[config.mk]
export PLATFORM = sky130hd
export DESIGN_NAME = rgb_status_led_fade_blink
export DESIGN_NICKNAME = d
export VERILOG_FILES = /design/src/rtl/core/rsl_pkg.sv /design/src/rtl/core/rsl_update.sv /design/src/rtl/core/rsl_out_reg.sv /design/src/rtl/core/rgb_status_led_fade_blink.sv
export VERILOG_INCLUDE_DIRS = /design/src /design/src/rtl/core
export SDC_FILE = /design/constraint.sdc
export NUM_CORES = 1
export LEC_CHECK = 0
export BUFFER_PORTS_ARGS = -buffer_cell sky130_fd_sc_hd__buf_2
export CORE_MARGIN = 3
export CORE_UTILIZATION = 50
export DETAILED_ROUTE_END_ITERATION = 6
export GPL_TIMING_DRIVEN = 0
export PLACE_DENSITY = 0.79
export SYNTH_ARGS = -nofsm -noshare
export SYNTH_HDL_FRONTEND = slang
export SYNTH_SLANG_ARGS = --single-unit
[constraint.sdc]
create_clock -name clk -period 3.37 [get_ports clk]
set_input_delay 0.1685 -clock clk [delete_from_list [all_inputs] [get_ports clk]]
set_output_delay 0.1685 -clock clk [all_outputs]
set_load 0.01 [all_outputs]
[src/rtl/core/rgb_status_led_fade_blink_macros.svh]
// ----------------------------------------------------------------------------
// RGB status LED assertion macros
// Concurrent assertion shorthands clocked on clk and disabled during reset.
// ----------------------------------------------------------------------------
`ifndef RGB_STATUS_LED_FADE_BLINK_MACROS_SVH
`define RGB_STATUS_LED_FADE_BLINK_MACROS_SVH

// Checks an implication or expression at every rising edge outside reset.
`define RSL_ASSERT(lbl, prop, msg) \
	lbl: assert property (@(posedge clk) disable iff (!arst_n) prop) else $error(msg);

// Checks that a condition holds whenever a qualifier holds.
`define RSL_ASSERT_WHEN(lbl, qual, cond, msg) \
	`RSL_ASSERT(lbl, (qual) |-> (cond), msg)

`endif

[src/rtl/core/rsl_pkg.sv]
// ----------------------------------------------------------------------------
// RGB status LED package
// Shared types and constants for the RGB status LED fade and blink driver.
// ----------------------------------------------------------------------------
`default_nettype none

package rsl_pkg;

	typedef enum logic {
		ACT_SET  = 1'b0,
		ACT_TICK = 1'b1
	} rsl_action_t;

	localparam int unsigned BitRed   = 0;
	localparam int unsigned BitGreen = 1;
	localparam int unsigned BitBlue  = 2;
	localparam int unsigned BitFade  = 3;
	localparam int unsigned BitBlink = 4;

	localparam logic [4:0] FadeLast = 5'd15;
	localparam logic [4:0] BlinkOff = 5'd15;
	localparam logic [4:0] BlinkTop = 5'd30;

	typedef struct packed {
		logic [4:0] mode;
		logic [4:0] tick;
		logic [2:0] lit;
	} rsl_state_t;

endpackage

`default_nettype wire

[src/rtl/core/rsl_update.sv]
// ----------------------------------------------------------------------------
// RGB status LED state update
// Computes the next mode, tick count and lit colors for one set or tick item.
// ----------------------------------------------------------------------------
`default_nettype none

module rsl_update
	import rsl_pkg::*;
(
	input  rsl_state_t  cur,
	input  rsl_action_t action,
	input  logic [4:0]  flags,
	output rsl_state_t  nxt
);

	always_comb begin
		logic       two_colors;
		logic       done;
		logic [4:0] tick_inc;
		logic [1:0] first;
		logic [1:0] second;
		nxt        = cur;
		two_colors = (flags[BitRed] & flags[BitGreen]) | (flags[BitRed] & flags[BitBlue])
			| (flags[BitGreen] & flags[BitBlue]);
		done       = 1'b0;
		tick_inc   = '0;
		first      = '0;
		second     = '0;
		unique case (action)
			ACT_SET: begin
				nxt.mode = flags;
				nxt.tick = '0;
				if (!two_colors || flags[BitBlink]) begin
					nxt.mode[BitFade] = 1'b0;
				end
				if (nxt.mode[BitFade]) begin
					priority if (flags[BitRed]) begin
						nxt.lit = 3'b001;
					end else if (flags[BitGreen]) begin
						nxt.lit = 3'b010;
					end else if (flags[BitBlue]) begin
						nxt.lit = 3'b100;
					end else begin
						nxt.lit = 3'b000;
					end
				end else begin
					nxt.lit = flags[2:0];
				end
			end
			ACT_TICK: begin
				if (cur.mode[BitFade]) begin
					tick_inc = cur.tick + 5'd1;
					nxt.tick = tick_inc;
					if (tick_inc > FadeLast) begin
						nxt.tick = '0;
						for (int i = 0; i < 3; i++) begin
							first  = (i == 2) ? 2'd0 : 2'(i + 1);
							second = (i == 0) ? 2'd2 : 2'(i - 1);
							if (!done && cur.mode[i] && nxt.lit[i]) begin
								nxt.lit[i] = 1'b0;
								if (cur.mode[first]) begin
									nxt.lit[first] = 1'b1;
									done           = 1'b1;
								end else if (cur.mode[second]) begin
									nxt.lit[second] = 1'b1;
									done            = 1'b1;
								end
							end
						end
					end
				end
				if (cur.mode[BitBlink] && !done) begin
					tick_inc = nxt.tick + 5'd1;
					nxt.tick = tick_inc;
					if (tick_inc == BlinkOff) begin
						nxt.lit = 3'b000;
					end else if (tick_inc > BlinkTop) begin
						nxt.tick = '0;
						nxt.lit  = nxt.lit | cur.mode[2:0];
					end
				end
			end
			default: begin
				nxt = cur;
			end
		endcase
	end

endmodule

`default_nettype wire

[src/rtl/core/rsl_out_reg.sv]
// ----------------------------------------------------------------------------
// RGB status LED result register
// Holds one set of pin levels until the receiver takes the transfer.
// ----------------------------------------------------------------------------
`default_nettype none

module rsl_out_reg
	import rsl_pkg::*;
(
	input  logic       clk,
	input  logic       arst_n,
	input  logic       in_valid,
	output logic       in_ready,
	input  logic [2:0] in_pins,
	output logic       out_valid,
	input  logic       out_ready,
	output logic [2:0] out_pins
);

	logic       valid_q;
	logic [2:0] pins_q;

	assign in_ready  = !valid_q || out_ready;
	assign out_valid = valid_q;
	assign out_pins  = pins_q;

	always_ff @(posedge clk or negedge arst_n) begin
		if (!arst_n) begin
			valid_q <= 1'b0;
		end else if (in_ready) begin
			valid_q <= in_valid;
		end
	end

	always_ff @(posedge clk) begin
		if (in_valid && in_ready) begin
			pins_q <= in_pins;
		end
	end

endmodule

`default_nettype wire

[src/rtl/core/rgb_status_led_fade_blink.sv]
// ----------------------------------------------------------------------------
// RGB status LED fade and blink driver
// Each input transfer on the s_ side is either a set command (s_tuser low,
// colors and mode in s_tdata) or an animation tick (s_tuser high). Every
// input transfer yields exactly one output transfer on the m_ side with the
// red, green and blue pin levels after that item.
// The state update and pin polarity are computed combinationally and stored in
// a result register, so the result appears in the cycle after its input
// transfer. One item is taken every cycle while the receiver keeps up.
// When m_tready is low the result register holds its transfer and s_tready
// drops until the result is taken.
// Reset clears the mode, tick count and lit colors and sets active-low pins.
// cfg_we writes cfg_wdata into the polarity register; it applies from the
// next result on.
// ----------------------------------------------------------------------------
`default_nettype none

module rgb_status_led_fade_blink
	import rsl_pkg::*;
(
	input  logic       clk,
	input  logic       arst_n,
	input  logic       cfg_we,
	input  logic       cfg_wdata,
	input  logic       s_tvalid,
	output logic       s_tready,
	input  logic [7:0] s_tdata,   // color_flags[4:0], zero pad [7:5]
	input  logic       s_tuser,   // action
	output logic       m_tvalid,
	input  logic       m_tready,
	output logic [7:0] m_tdata    // pin_red, pin_green, pin_blue, zero pad [7:3]
);

`include "rgb_status_led_fade_blink_macros.svh"

	rsl_state_t  state_q;
	rsl_state_t  state_next;
	rsl_action_t action;
	logic        active_low_q;
	logic        accept;
	logic [2:0]  pins_next;
	logic [2:0]  pins_out;

	assign action    = rsl_action_t'(s_tuser);
	assign accept    = s_tvalid && s_tready;
	assign pins_next = state_next.lit ^ {3{active_low_q}};
	assign m_tdata   = {5'b0, pins_out};

	rsl_update u_update (
		.cur    (state_q),
		.action (action),
		.flags  (s_tdata[4:0]),
		.nxt    (state_next)
	);

	rsl_out_reg u_out_reg (
		.clk       (clk),
		.arst_n    (arst_n),
		.in_valid  (s_tvalid),
		.in_ready  (s_tready),
		.in_pins   (pins_next),
		.out_valid (m_tvalid),
		.out_ready (m_tready),
		.out_pins  (pins_out)
	);

	always_ff @(posedge clk or negedge arst_n) begin
		if (!arst_n) begin
			state_q      <= '0;
			active_low_q <= 1'b1;
		end else begin
			if (accept) begin
				state_q <= state_next;
			end
			if (cfg_we) begin
				active_low_q <= cfg_wdata;
			end
		end
	end

	`RSL_ASSERT(a_fade_blink_excl, !(state_q.mode[BitFade] && state_q.mode[BitBlink]), "bad mode")
	`RSL_ASSERT_WHEN(a_fade_tick, state_q.mode[BitFade], state_q.tick <= FadeLast, "tick range")
	`RSL_ASSERT_WHEN(a_fade_onehot, state_q.mode[BitFade], $onehot(state_q.lit), "fade lit")
	`RSL_ASSERT(a_accept_gives_result, accept |=> m_tvalid, "accepted item gave no result")

endmodule

`default_nettype wire

==> impl_metrics.csv, run 1 <==
group,metric,value,unit
global_routing,grt_usage,0.219,
clocking,h-tree-depth,1,
route,detail_route.iter0.violations,99,
setup_path,path_class,"register to register",
min_path,min_path_type,"primary input to register",
clocking,clockBufferDepth,2,
global_routing,grt-ovfl-total,0,
clocking,worstSkewPairLatency,310,ps
floorplan,row_count,18,
route,wl_per_cell,16.2,µm
power_and_ir_drop,seq_power_share,0.380,
sta,hold_viol,0,
yosys,yosysWarnings,0,
sta,worst_pin_slew,597,ps
power_and_ir_drop,swShare,0.393,
power_and_ir_drop,p_per_area,405,nW/µm²
setup_path,cp_cell_sequence,"ha_4 > xor2_2 > and3b_2 > a21oi_4 > nand3_2 > o21ai_4 > ha_4 > nand3_2 > xor2_1 > nor2_1 > a31oi_2 > buf_4 > or3b_4 > o41ai_4 > a41oi_2 > xnor2_1",
power_and_ir_drop,p_total,0.774,mW
yosys,netlist_top_cells_area,"dfrtp_1 (24%), edfxtp_1 (6.2%), o21ai_0 (4.5%), ha_1 (4.3%), nand2_1 (4.1%)",
floorplan,fp.dieW,59.9,µm
final_layout,areaGrowthSynthToFinish,31.8,%
yosys,synth_common_cells,"nand2_1 (16), dfrtp_1 (14), o21ai_0 (13)",
route,ant_nets,0,
floorplan,io_pins,25,
final_layout,regArea,469,µm²
final_layout,fillers,180,
setup_path,worst-path-buf-inv,1,
yosys,syn_avg_cell_area,8.79,µm²
yosys,ys.flop_type,"dfrtp_1",
sta,fmax,275,MHz
sta,finalMaxSlewViolations,0,
place,place_hpwl,2470,µm
place,gp_congestion,0.888,
floorplan,initial_core_util,0.555,
power_and_ir_drop,pwr-share-clk,0.149,
power_and_ir_drop,p_int,0.469,mW
yosys,synth_seq_area_share,0.322,
sta,slew-limit-headroom,0.602,
final_layout,postLayoutCellArea,1910,µm²
route,remaining_drc_errors,0,
final_layout,multi_input_area,1060,µm²
sta,period_needed,3640,ps
power_and_ir_drop,ir_worst_vdd,0.332,mV
yosys,synth_area,1450,µm²
final_layout,num_antenna_cells,0,
power_and_ir_drop,power_leakage,0.817,nW
yosys,yosys.area.top_type,"dfrtp_1",
place,port_buffers,16,
sta,layout_setup_ws,-269,ps
power_and_ir_drop,p_switching,0.304,mW
yosys,synth_edf_count,3,
yosys,synth_top_area_frac,0.242,
setup_path,worstPathArrival,3710,ps
place,placed_cell_area,1650,µm²
run_status,outcome,"complete, but fails checks",
floorplan,die_area,3580,µm²
setup_path,cpPeakStageDelay,470,ps
setup_path,slowest_stage,"dfrtp_2",
global_routing,grt_max_degree,16,
setup_path,end_kind,"register",
setup_path,cp_max_fo,5,
route,drt_pass1_iterations,4,
route,drt-total-wl,3790,µm
yosys,ys_ff_latch,18,
sta,setup_violations,9,
setup_path,crit_required,3440,ps
power_and_ir_drop,comb_power_share,0.472,
global_routing,grt_pass1_wl,5890,µm
clocking,clk_pin_slew,100,ps
global_routing,antenna_found_initial,0,
floorplan,core_area,2610,µm²
sta,fin_crit_sh,1.08,
setup_path,startpoint_type,"register",
clocking,cts_root_buf,"clkbuf_4",
sta,fin_skew,6.17,ps
final_layout,drive_gt1_frac,0.387,
global_routing,grt_pass1_vias,1316,
route,vias,1429,
clocking,cts_sinks,18,
floorplan,die_h,59.9,µm
job,maxCapViolCount,0,
route,vias_per_cell,6.11,
run_status,violations,"negative setup slack",
yosys,yosysMostFrequentCell,"nand2_1",
final_layout,final_net_count,225,
yosys,ys_types,52,
clocking,cts_made_buffers,3,
sta,rsz0062_at_grt,"yes",
clocking,cts_tree,"done",
yosys,async_flop_share,0.833,
setup_path,path_delay_family,"simple AND/OR/NAND/NOR gates",
yosys,syn-instance-count,165,
[cell families (layout without fill, tap and decap cells)]
kind of cell	count (synthesis)	after routing	synth area share
other	1	5	0.00259
adder cells (fa/ha/maj)	6	6	0.0500
multiplexers	6	6	0.0475
XOR/XNOR	11	11	0.0716
AO/OA/AOI/OAI	47	47	0.231
flip-flops	18	18	0.322
buffers and inverters	21	56	0.0751
AND/OR/NAND/NOR	55	55	0.200
[layout by cell type, fill, tap and decap left out, types with 5 or more instances in the layout]
| cell type | synthesis | final |
|---|---|---|
| buf_4 | 6 | 21 |
| buf_2 | 0 | 16 |
| nand2_1 | 16 | 15 |
| o21ai_0 | 13 | 12 |
| dfrtp_1 | 14 | 12 |
| nand3_1 | 10 | 8 |
| inv_1 | 7 | 6 |
| clkbuf_1 | 6 | 5 |
| a21oi_1 | 7 | 5 |
| conb_1 | 1 | 5 |
[per-stage QoR]
| stage | setup TNS (ps) | utilization | hold slack [ps] | worst slack [ps] | std cells |
|---|---|---|---|---|---|
| after floorplan | 0 | - | -127 | 31.8 | 169 |
| after CTS | -813 | 0.699 | 68.1 | -179 | 230 |
| after global placement | -1390 | 0.632 | 90.5 | -333 | 215 |
| after global routing | -2710 | 0.731 | 79.7 | -402 | 234 |
| after detailed placement | -2240 | 0.632 | 102 | -435 | 215 |
| final | -1290 | 0.731 | 70.0 | -269 | 234 |
[repair_timing]
item | 4_1_cts | 5_1_grt
pin swaps | 12 | 22
hold buffers | 1 | 0
gates resized for setup | 14 | 13
setup buffers | 11 | 5
endpoints found under the setup margin | 11 | 11
endpoints found under the hold margin | 14 | 0
[power groups by stage]
stage | combinational [mW] | clock [mW] | sequential [mW]
after floorplan | 0.226 | 0 | 0.289
after global placement | 0.280 | 0 | 0.292
after detailed placement | 0.289 | 0 | 0.293
after CTS | 0.322 | 0.119 | 0.292
after global routing | 0.398 | 0.126 | 0.298
final | 0.365 | 0.115 | 0.294
[final cells by class]
type / instances / share of cell area
multi-input cells: 130 / 0.556
inverters: 8 / 0.0157
clock buffers: 4 / 0.0138
well taps: 30 / 0.0196
plain buffers: 11 / 0.0373
repair buffers: 33 / 0.112
flip-flops and latches: 18 / 0.246
[layer usage]
metal  wire, µm  vias up  global-route usage
li1           -      672                   -
met1       1590      675               0.268
met2       1860       72               0.378
met3        251       10              0.0281
met4         92        0               0.101
met5          0        -                   0
[state kept, by name, summed over array words and instances, names as in the netlist]
| signal | cells |
|---|---|
| u_out_reg.out_pins | 3 |
| u_out_reg.out_valid | 1 |
| state_q | 13 |
| active_low_q | 1 |
[path summary, 6_finish.rpt]
check	from	end	slack, ps	depth (start not counted)
worst min register to register	u_out_reg.out_valid	u_out_reg.out_valid	530	2
worst max-delay path	state_q[3]	u_out_reg.out_pins[0]	-270	16
worst min-delay path	s_tvalid	u_out_reg.out_valid	70	2
worst max register to register	state_q[3]	u_out_reg.out_pins[0]	-270	16
min in group asynchronous	arst_n	state_q[9]	300	2
max in group asynchronous	arst_n	active_low_q	2770	2
[worst reg2reg max path, delay by kind of cell, from the launching register on]
kind            cells  cell delay, ps
buf+inv             1             160
flops               1             470
compound gates      5             840
simple gates        5            1060
fa+ha+maj           2             370
xor+xnor            3             490
Note: power is estimated with default switching activity, not from simulation.
==> run 2: changes to the inputs <==
--- a/config.mk
+++ b/config.mk
@@ -12,6 +12,7 @@
 export DETAILED_ROUTE_END_ITERATION = 6
 export GPL_TIMING_DRIVEN = 0
 export PLACE_DENSITY = 0.79
+export SETUP_SLACK_MARGIN = 0.15
 export SYNTH_ARGS = -nofsm -noshare
 export SYNTH_HDL_FRONTEND = slang
 export SYNTH_SLANG_ARGS = --single-unit
==> impl_metrics.csv, run 2 (synthesis gave the netlist of run 1 again) <==
group,metric,value,unit
power_and_ir_drop,power_leakage,0.816,nW
sta,layout_setup_ws,-266,ps
setup_path,critPathLaunch,"state_q[4]",
sta,fin_crit_sh,1.08,
sta,slew-limit-headroom,0.601,
setup_path,rr_startpoint,"state_q[4]",
route,vias_per_cell,6.01,
place,gp_congestion,0.973,
route,wl_per_cell,16.4,µm
route,vias,1394,
global_routing,grt_pass1_vias,1359,
floorplan,initial_core_util,0.555,
sta,fmax,275,MHz
sta,period_needed,3640,ps
place,place_hpwl,2610,µm
min_path,holdPathStages,2,
run_status,violations,"negative setup slack",
final_layout,final_net_count,223,
final_layout,top_register,"state_q",
clocking,cts_sinks,18,
min_path,min_path_type,"primary input to register",
floorplan,core_area,2610,µm²
route,drt-total-wl,3810,µm
sta,tns,-1320,ps
global_routing,grt-ovfl-total,0,
setup_path,slowest_stage,"dfrtp_2",
setup_path,r2r-end,"state_q[5]",
sta,finalMaxSlewViolations,0,
clocking,clockBufferDepth,2,
setup_path,cpMostUsedCell,"ha_4",
power_and_ir_drop,p_per_area,412,nW/µm²
final_layout,finish.utilization,0.727,
setup_path,worstPathArrival,3830,ps
sta,fin_skew,7.58,ps
final_layout,final-instance-count-excl-fill,232,
route,detail_route.iter0.violations,56,
final_layout,drive_gt1_frac,0.361,
final_layout,final_cell_mix,"buf_4 (18), nand2_1 (16), buf_2 (16)",
setup_path,cp_cell_sequence,"ha_4 > xor2_2 > and3b_2 > a22o_4 > clkbuf_16 > nor2_4 > ha_4 > nand3_2 > xor2_1 > nor2_1 > a31oi_2 > or3b_4 > buf_8 > nor3_1 > a2111oi_0 > a211o_1",
setup_path,path_class,"register to register",
clocking,cts_made_buffers,3,
global_routing,grt_usage,0.229,
final_layout,postLayoutCellArea,1900,µm²
clocking,clk_pin_slew,110,ps
run_status,outcome,"complete, but fails checks",
final_layout,areaGrowthSynthToFinish,31.0,%
global_routing,antenna_found_initial,0,
min_path,hp-start,"s_tvalid",
route,remaining_drc_errors,0,
sta,rsz0062_at_grt,"yes",
final_layout,largest_reg_flops,13,
job,maxCapViolCount,0,
place,place_inst,215,
final_layout,final_common_cell,"buf_4",
route,drt_pass1_iterations,5,
setup_path,cpPeakStageDelay,470,ps
global_routing,grt_pass1_wl,6140,µm
final_layout,fillers,182,
route,ant_nets,0,
global_routing,grt_max_degree,16,
setup_path,rr_worst_depth,16,
setup_path,end_kind,"register",
power_and_ir_drop,p_total,0.782,mW
sta,hold_ws,69.8,ps
setup_path,cp_max_fo,6,
power_and_ir_drop,ir_worst_vdd,0.376,mV
final_layout,num_antenna_cells,0,
clocking,worstSkewPairLatency,290,ps
sta,setup_violations,9,
place,port_buffers,16,
min_path,min_to,"u_out_reg.out_valid",
floorplan,row_count,18,
clocking,cts_tree,"done",
setup_path,reg2reg_slack,-270,ps
floorplan,die_h,59.9,µm
clocking,cts_root_buf,"clkbuf_4",
place,placed_cell_area,1680,µm²
sta,hold_viol,0,
floorplan,io_pins,25,
floorplan,die_area,3580,µm²
setup_path,startpoint_type,"register",
setup_path,crit_required,3560,ps
sta,worst_pin_slew,598,ps
place,preCtsSetupSlack,-369,ps
floorplan,fp.dieW,59.9,µm
clocking,h-tree-depth,1,
==> run 2: critical path: cells and delay by family (launching register included) <==
kind / cells / cell delay [ps]
buffers and inverters: 2 / 300
adder cells (fa/ha/maj): 2 / 380
XOR/XNOR: 2 / 280
flip-flops: 1 / 470
AND/OR/NAND/NOR: 6 / 1350
AO/OA/AOI/OAI: 4 / 750
==> run 2: how the worst max path moves through the flow <==
| stage | to | slack [ps] |
|---|---|---|
| after CTS | u_out_reg.out_pins[2] | -170 |
| final | state_q[5] | -270 |
| after global placement | u_out_reg.out_pins[2] | -240 |
| after global routing | state_q[5] | -390 |
| after detailed placement | u_out_reg.out_pins[2] | -370 |
| after floorplan | u_out_reg.out_pins[2] | 60 |
==> run 2: layout make-up <==
cell class	count	area (µm²)	share of cell area
multi-input cells	130	1040	0.550
clock buffers	3	22.5	0.0119
flip-flops and latches	18	469	0.247
inverters	8	30.0	0.0158
clock inverters	1	3.75	0.00198
plain buffers	13	111	0.0586
well taps	30	37.5	0.0198
repair buffers	29	180	0.0949
==> run 2: timing repair <==
| item | CTS | global route |
|---|---|---|
| setup buffers | 10 | 2 |
| hold buffers | 1 | 0 |
| pin swaps | 11 | 1 |
| endpoints found under the hold margin | 14 | 0 |
| resized for setup | 10 | 6 |
| endpoints found under the setup margin | 11 | 11 |
==> run 2: routing by layer <==
layer,track usage,vias up,share of wire
met5,0,-,0
met4,0.0823,0,0.030
met3,0.0367,13,0.054
met2,0.397,48,0.50
met1,0.285,658,0.42
li1,-,675,-
==> run 2: power breakdown <==
part	total [mW]	internal, mW	switching, mW	leakage (nW)
clock network	0.112	0.0431	0.0686	0.0154
registers	0.292	0.259	0.0325	0.212
logic	0.379	0.175	0.203	0.589
